$ cat src/hdl/fba_pkg.sv
package fba_pkg;

    localparam int BLOCKS    = 32;
    localparam int SIZE_BITS = 16;
    localparam int IDX_W     = (BLOCKS > 1) ? $clog2(BLOCKS) : 1;
    localparam int CNT_W     = $clog2(BLOCKS + 1);

    localparam logic [1:0] OP_LOAD  = 2'd0;
    localparam logic [1:0] OP_ALLOC = 2'd1;
    localparam logic [1:0] OP_CLEAR = 2'd2;

    localparam logic [1:0] MODE_FIRST = 2'd0;
    localparam logic [1:0] MODE_BEST  = 2'd1;
    localparam logic [1:0] MODE_WORST = 2'd2;

    localparam logic [0:0] REG_FIT_MODE = 1'b0;

    typedef struct packed {
        logic clear;
        logic valid;
    } t_scan_ctl;

endpackage

$ cat src/hdl/fba_table.sv
module fba_table (
    input  logic                             i_clk,
    input  logic                             i_wr_en,
    input  logic [fba_pkg::IDX_W-1:0]        i_wr_addr,
    input  logic [fba_pkg::SIZE_BITS-1:0]    i_wr_data,
    input  logic [fba_pkg::IDX_W-1:0]        i_rd_addr,
    output logic [fba_pkg::SIZE_BITS-1:0]    o_rd_data
);

    logic [fba_pkg::SIZE_BITS-1:0] r_mem [fba_pkg::BLOCKS];
    logic [fba_pkg::SIZE_BITS-1:0] r_rd_data;

    always_ff @(posedge i_clk) begin
        if (i_wr_en) begin
            r_mem[i_wr_addr] <= i_wr_data;
        end
        r_rd_data <= r_mem[i_rd_addr];
    end

    assign o_rd_data = r_rd_data;

endmodule

$ cat src/hdl/fba_picker.sv
module fba_picker (
    input  logic                             i_clk,
    input  logic                             i_rst_n,
    input  fba_pkg::t_scan_ctl               i_ctl,
    input  logic [1:0]                       i_mode,
    input  logic [fba_pkg::SIZE_BITS-1:0]    i_request,
    input  logic [fba_pkg::SIZE_BITS-1:0]    i_room,
    input  logic [fba_pkg::IDX_W-1:0]        i_idx,
    output logic                             o_found,
    output logic [fba_pkg::IDX_W-1:0]        o_pick,
    output logic [fba_pkg::SIZE_BITS-1:0]    o_best
);

    logic                          r_found, n_found;
    logic [fba_pkg::IDX_W-1:0]     r_pick, n_pick;
    logic [fba_pkg::SIZE_BITS-1:0] r_best, n_best;
    logic                          fits;
    logic                          better;

    // One comparator pair serves every entry of the scan.
    assign fits = (i_room >= i_request);

    always_comb begin
        unique case (i_mode)
            fba_pkg::MODE_BEST:  better = (i_room < r_best);
            fba_pkg::MODE_WORST: better = (i_room > r_best);
            default:             better = 1'b0;
        endcase
    end

    always_comb begin
        n_found = r_found;
        n_pick  = r_pick;
        n_best  = r_best;
        if (i_ctl.clear) begin
            n_found = 1'b0;
            n_pick  = '0;
        end else if (i_ctl.valid && fits && (!r_found || better)) begin
            n_found = 1'b1;
            n_pick  = i_idx;
            n_best  = i_room;
        end
    end

    always_ff @(posedge i_clk) begin
        if (!i_rst_n) begin
            r_found <= 1'b0;
            r_pick  <= '0;
        end else begin
            r_found <= n_found;
            r_pick  <= n_pick;
        end
        r_best <= n_best;
    end

    assign o_found = r_found;
    assign o_pick  = r_pick;
    assign o_best  = r_best;

endmodule

$ cat src/hdl/fit_block_allocator_core.sv
// Channel  Direction  Beat contents
// s_axis   in         tuser: operation [1:0]; tdata: amount [15:0]
// m_axis   out        tuser: granted [0]; tdata: block_index [4:0], zero padded to 8 bits
// apb      in/out     fit_mode at byte address 0
//
// Loads, clears and unknown operations are handled in the idle state.
// An allocate reads the table one entry per cycle from the single read port,
// in the states SCAN, LAST and WRITE; WRITE waits until the output is free.
// An allocate on an empty table skips the scan and goes straight to WRITE.
// Reset is synchronous and empties the table and sets first fit.
// The input is not ready while an allocate is in progress or its result waits to be loaded.
module fit_block_allocator_core (
    input  logic        i_clk,
    input  logic        i_rst_n,
    input  logic        s_axis_tvalid,
    output logic        s_axis_tready,
    input  logic [15:0] s_axis_tdata,  // amount [15:0]
    input  logic [1:0]  s_axis_tuser,  // operation [1:0]
    output logic        m_axis_tvalid,
    input  logic        m_axis_tready,
    output logic [7:0]  m_axis_tdata,  // block_index [4:0], zeros [7:5]
    output logic        m_axis_tuser,  // granted [0]
    input  logic        psel,
    input  logic        penable,
    input  logic        pwrite,
    input  logic [2:0]  paddr,
    input  logic [31:0] pwdata,
    output logic [31:0] prdata,
    output logic        pready
);

    typedef enum logic [3:0] {
        S_IDLE  = 4'b0001,
        S_SCAN  = 4'b0010,
        S_LAST  = 4'b0100,
        S_WRITE = 4'b1000
    } t_state;

    t_state                        r_state, n_state;
    logic [1:0]                    r_mode;
    logic [fba_pkg::CNT_W-1:0]     r_loaded, n_loaded;
    logic [fba_pkg::SIZE_BITS-1:0] r_amount, n_amount;
    logic [fba_pkg::IDX_W-1:0]     r_addr, n_addr;
    logic                          r_cmp_valid, n_cmp_valid;
    logic [fba_pkg::IDX_W-1:0]     r_cmp_idx, n_cmp_idx;
    logic                          r_out_valid, n_out_valid;
    logic                          r_out_granted, n_out_granted;
    logic [fba_pkg::IDX_W-1:0]     r_out_idx, n_out_idx;

    logic                          in_accept;
    logic                          out_free;
    logic                          last_addr;
    logic                          wr_en;
    logic [fba_pkg::IDX_W-1:0]     wr_addr;
    logic [fba_pkg::SIZE_BITS-1:0] wr_data;
    logic [fba_pkg::SIZE_BITS-1:0] rd_data;
    fba_pkg::t_scan_ctl            scan_ctl;
    logic                          found;
    logic [fba_pkg::IDX_W-1:0]     pick;
    logic [fba_pkg::SIZE_BITS-1:0] best;

    assign s_axis_tready = (r_state == S_IDLE);
    assign in_accept     = s_axis_tvalid && s_axis_tready;
    assign out_free      = !r_out_valid || m_axis_tready;
    assign last_addr     = ({1'b0, r_addr} == (r_loaded - fba_pkg::CNT_W'(1)));

    assign pready = 1'b1;
    assign prdata = (paddr[2] == fba_pkg::REG_FIT_MODE) ? {30'd0, r_mode} : 32'd0;

    always_ff @(posedge i_clk) begin
        if (!i_rst_n) begin
            r_mode <= fba_pkg::MODE_FIRST;
        end else if (psel && penable && pwrite && pready && paddr[2] == fba_pkg::REG_FIT_MODE) begin
            r_mode <= pwdata[1:0];
        end
    end

    always_comb begin
        n_state       = r_state;
        n_loaded      = r_loaded;
        n_amount      = r_amount;
        n_addr        = r_addr;
        n_cmp_valid   = 1'b0;
        n_cmp_idx     = r_addr;
        n_out_valid   = r_out_valid && !m_axis_tready;
        n_out_granted = r_out_granted;
        n_out_idx     = r_out_idx;
        scan_ctl      = '{clear: 1'b0, valid: r_cmp_valid};
        wr_en         = 1'b0;
        wr_addr       = pick;
        wr_data       = best - r_amount;
        unique case (r_state)
            S_IDLE: begin
                if (in_accept) begin
                    n_amount = s_axis_tdata[fba_pkg::SIZE_BITS-1:0];
                    unique case (s_axis_tuser)
                        fba_pkg::OP_LOAD: begin
                            if (r_loaded < fba_pkg::CNT_W'(fba_pkg::BLOCKS)) begin
                                wr_en    = 1'b1;
                                wr_addr  = r_loaded[fba_pkg::IDX_W-1:0];
                                wr_data  = s_axis_tdata[fba_pkg::SIZE_BITS-1:0];
                                n_loaded = r_loaded + fba_pkg::CNT_W'(1);
                            end
                        end
                        fba_pkg::OP_CLEAR: begin
                            n_loaded = '0;
                        end
                        fba_pkg::OP_ALLOC: begin
                            scan_ctl.clear = 1'b1;
                            n_addr         = '0;
                            n_state        = (r_loaded == '0) ? S_WRITE : S_SCAN;
                        end
                        default: begin
                        end
                    endcase
                end
            end
            S_SCAN: begin
                n_cmp_valid = 1'b1;
                n_cmp_idx   = r_addr;
                if (last_addr) begin
                    n_state = S_LAST;
                end else begin
                    n_addr = r_addr + fba_pkg::IDX_W'(1);
                end
            end
            S_LAST: begin
                n_state = S_WRITE;
            end
            S_WRITE: begin
                if (out_free) begin
                    wr_en         = found;
                    n_out_valid   = 1'b1;
                    n_out_granted = found;
                    n_out_idx     = found ? pick : '0;
                    n_state       = S_IDLE;
                end
            end
            default: begin
                n_state = S_IDLE;
            end
        endcase
    end

    always_ff @(posedge i_clk) begin
        if (!i_rst_n) begin
            r_state     <= S_IDLE;
            r_loaded    <= '0;
            r_cmp_valid <= 1'b0;
            r_out_valid <= 1'b0;
        end else begin
            r_state     <= n_state;
            r_loaded    <= n_loaded;
            r_cmp_valid <= n_cmp_valid;
            r_out_valid <= n_out_valid;
        end
        r_amount      <= n_amount;
        r_addr        <= n_addr;
        r_cmp_idx     <= n_cmp_idx;
        r_out_granted <= n_out_granted;
        r_out_idx     <= n_out_idx;
    end

    fba_table u_table (
        .i_clk     (i_clk),
        .i_wr_en   (wr_en),
        .i_wr_addr (wr_addr),
        .i_wr_data (wr_data),
        .i_rd_addr (r_addr),
        .o_rd_data (rd_data)
    );

    fba_picker u_picker (
        .i_clk     (i_clk),
        .i_rst_n   (i_rst_n),
        .i_ctl     (scan_ctl),
        .i_mode    (r_mode),
        .i_request (r_amount),
        .i_room    (rd_data),
        .i_idx     (r_cmp_idx),
        .o_found   (found),
        .o_pick    (pick),
        .o_best    (best)
    );

    assign m_axis_tvalid = r_out_valid;
    assign m_axis_tuser  = r_out_granted;
    assign m_axis_tdata  = {{(8 - fba_pkg::IDX_W){1'b0}}, r_out_idx};

`ifndef NO_ASSERTIONS
    a_loaded_bound: assert property (@(posedge i_clk) disable iff (!i_rst_n)
        r_loaded <= fba_pkg::CNT_W'(fba_pkg::BLOCKS))
        else $error("Block count exceeds the table size.");

    a_denied_zero: assert property (@(posedge i_clk) disable iff (!i_rst_n)
        m_axis_tvalid && !m_axis_tuser |-> m_axis_tdata == 8'd0)
        else $error("A denied result carries a nonzero block index.");

    a_alloc_busy: assert property (@(posedge i_clk) disable iff (!i_rst_n)
        in_accept && s_axis_tuser == fba_pkg::OP_ALLOC |=> !s_axis_tready)
        else $error("Input ready right after an allocate was taken.");

    a_writeback_found: assert property (@(posedge i_clk) disable iff (!i_rst_n)
        r_state == S_WRITE && wr_en |-> found)
        else $error("Write back without a chosen block.");
`endif

endmodule
$ cat config.mk
export PLATFORM = sky130hd
export DESIGN_NAME = fit_block_allocator_core
export DESIGN_NICKNAME = d
export VERILOG_FILES = /design/src/hdl/fba_pkg.sv /design/src/hdl/fba_table.sv /design/src/hdl/fba_picker.sv /design/src/hdl/fit_block_allocator_core.sv
export SDC_FILE = /design/constraint.sdc
export NUM_CORES = 1
export LEC_CHECK = 0
export BUFFER_PORTS_ARGS = -buffer_cell sky130_fd_sc_hd__buf_2
export CORE_MARGIN = 10
export CORE_UTILIZATION = 45
export CTS_CLUSTER_SIZE = 8
export DETAILED_ROUTE_END_ITERATION = 12
export PLACE_DENSITY = 0.65
export SKIP_CTS_REPAIR_TIMING = 1
export SYNTH_ARGS = -nofsm -noshare
export SYNTH_HDL_FRONTEND = slang
export SYNTH_HIERARCHICAL = 1
export SYNTH_SLANG_ARGS = --single-unit
export TNS_END_PERCENT = 100
$ cat constraint.sdc
create_clock -name i_clk -period 4.97 [get_ports i_clk]
set_input_delay 0.497 -clock i_clk [delete_from_list [all_inputs] [get_ports i_clk]]
set_output_delay 0.497 -clock i_clk [all_outputs]
set_load 0.02 [all_outputs]
==> flow_summary.toml <==
[worst_hold_path]
hold_end = "r_amount[4]"
hp-class = "input pin to register"
holdPathStages = 1
hp-start = "s_axis_tdata[4]"

[worst_setup_path]
worst_r2r_startpoint = "r_state[2]"
end_kind = "register"
crit_family = "simple AND/OR/NAND/NOR gates"
slowest_stage = "nand3_1"
cp.required_ps = 5240
crit_type = "register to register"
reg2reg_slack_ps = 1330
crit_fanout = 28
ff2ff_path_depth = 8
arrival_ps = 3910
rr_endpoint = "u_table/r_mem[19][1]"
worstPathCellList = "nor4b_4, nand3b_2, or3_1, buf_4, o21ai_0, nand3_1, nor2_1, buf_4"
start_kind = "register"
max_stage_delay_ps = 580
crit_top_cell = "buf_4"
cp.buffers_inverters = 2

[flow_run]
cap_viol_max_count = 0

[placement]
hpwl_um = 34570
pre_cts_slack_ps = 1401
gp_congestion = 0.8028
numPortBuffers = 37

[pwr]
powerDensity_mw_per_mm2 = 431.4
p_leak_nw = 10.40
vdd_drop_max_uv = 248.0

[layout]
final_common_cell = "edfxtp_1"
drive_above_1_share_pct = 12.75
area_delta_synth_final_pct = 12.92
final_cell_mix = "edfxtp_1, mux2i_1, clkbuf_16, nand2_1, a22oi_1"
final_nets = 1865

[timing]
fmax_mhz = 274.7
relSlewSlack_pct = 26.87
finalSetupViolCount = 0
worstMarginPinSlew_ps = 1097
finalWorstSetupSlack_ps = 1330
finalSetupTns_ps = 0
clock_skew_ps = 19.07
min_period_over_period_pct = 73.25
rsz0062_at_grt = "no"
hold_violations = 0
slew_viol_final = 0
period_needed_ps = 3640

[detailed_routing]
drc = 0
first_pass_iters = 5
antenna_left = 0
wl_per_cell_um = 22.65
wl_um = 57300
drtIter0Drc = 1173
drt-vias-per-instance = 5.507
num_vias = 13930

[logic_synthesis]
synth_area_per_cell_um2 = 15.38
synth_cell_types = 66
ys_seq_area_share_pct = 69.17
synth_area_mm2 = 0.02528
synth-main-ff-cell = "edfxtp_1"
synth-edff-count = 555
synth-seq-cells = 596
synth_cells = 1644
synth_warnings = 6
async_reset_ff_share_pct = 0

[floorplanning]
fp.coreArea_mm2 = 0.05531
num_io_pins = 104
num_rows = 86
start_util_pct = 45.71
die_h_um = 257.0
die-area_mm2 = 0.06606
die_w_um = 257.0

[global_route]
antenna_found_initial = 0
grt_overflow_total = 0
grt_pass1_wl_um = 86360
globalRouteTotalUtil_pct = 17.07
grt_pass1_vias = 14180
grt_max_degree = 105

[clock_network]
htree_levels = 3
clockRootBuffer = "clkbuf_16"
clockBufferDepth = 3
numCtsBuffers = 84
clock_sinks = 596
cts_tree = "yes"
path_clk_slew_ps = 60
clk_latency_ps = 610

[run_status]
status = "finished, final reports clean"
Yosys cell counts (13+ instances only):
master	count	share of area [%]
a21oi_1	60	1.2
a22o_1	33	1.1
a22oi_1	64	1.9
a31oi_1	20	0.49
and2_1	13	0.32
buf_2	22	0.44
buf_4	53	1.6
clkbuf_1	16	0.24
dfxtp_1	41	3.2
edfxtp_1	555	66
ha_1	52	2.6
inv_1	55	0.82
mux2i_1	266	11
nand2_1	76	1.1
nand3_1	41	0.81
nand4_1	25	0.62
nor2_1	61	0.91
nor3_1	28	0.55
o21ai_0	19	0.38
xor2_1	16	0.55
cells by family after synthesis:
group | Yosys count | synth area share, %
muxes | 266 | 10.53
xor gates and xnor gates | 25 | 0.8662
adders and majority gates | 53 | 2.653
AOI/OAI and AO/OA | 235 | 6.464
DFF | 596 | 69.17
and+or+nand+nor | 301 | 6.063
buffers and inverters | 166 | 4.217
other | 2 | 0.02971
worst reg2reg max path, cell delays in order (launching register included):
cell and delay, ps:
dfxtp_1 390, nor4b_4 430, nand3b_2 180, or3_1 350, buf_4 250, o21ai_0 540
nand3_1 590, nor2_1 240, buf_4 330
routing by layer:
metal	wire, um	GRT usage [%]	vias up
li1	-	-	6443
met3	3209	3.748	129
met2	27210	27.18	416
met5	0	0	-
met1	24540	22.05	6945
met4	2336	7.740	0
metrics by stage:
stage,cell area [um^2],power (mW),util (%),hold WS [ps],instances
6_report,28550,12.32,51.61,86.27,2530
3_3_place_gp,26260,7.330,47.48,427.0,2414
2_1_floorplan,25400,6.856,-,408.2,1676
4_1_cts,28540,12.43,51.61,51.75,2529
5_1_grt,28540,12.76,51.61,54.43,2529
3_5_place_dp,26260,7.385,47.48,435.1,2414
where the power goes:
part,internal [mW],leakage (nW),switching (mW),total [mW]
registers,5.94,5.34,0.0505,5.99
clock network,3.06,1.10,1.96,5.02
logic,0.343,3.96,0.958,1.30
state kept, by name, indices dropped and copies added (netlist names):
| register | flops |
|---|---|
| u_table/o_rd_data | 16 |
| m_axis_tvalid | 1 |
| r_cmp_valid | 1 |
| r_cmp_idx | 5 |
| u_picker/o_pick | 5 |
| r_state | 4 |
| r_amount | 16 |
| m_axis_tuser | 1 |
| r_out_idx | 5 |
| r_loaded | 6 |
| u_picker/o_found | 1 |
| r_mode | 2 |
| n_cmp_idx | 5 |
| u_table/r_mem | 512 |
| u_picker/o_best | 16 |
how the worst max path moves through the flow:
stage | from | end | cells past startpoint
floorplan | r_state[2] | u_table/r_mem[12][0] | 11
global placement | r_state[2] | u_table/r_mem[19][14] | 8
detailed placement | r_state[2] | u_table/r_mem[21][8] | 8
CTS | r_state[2] | u_table/r_mem[19][1] | 8
global route | r_state[2] | u_table/r_mem[19][5] | 8
finish | r_state[2] | u_table/r_mem[19][1] | 8
layout make-up:
cell class / count / area (um^2)
fill: 4546 / 26760
tap: 748 / 935.9
clock inverter: 4 / 67.56
multi-input combinational: 914 / 6943
clock buffer: 111 / 2213
sequential: 596 / 17490
inverter: 55 / 206.4
antenna: 1 / 2.502
timing repair buffer: 101 / 690.7
Power figures use the tool's default switching activity.
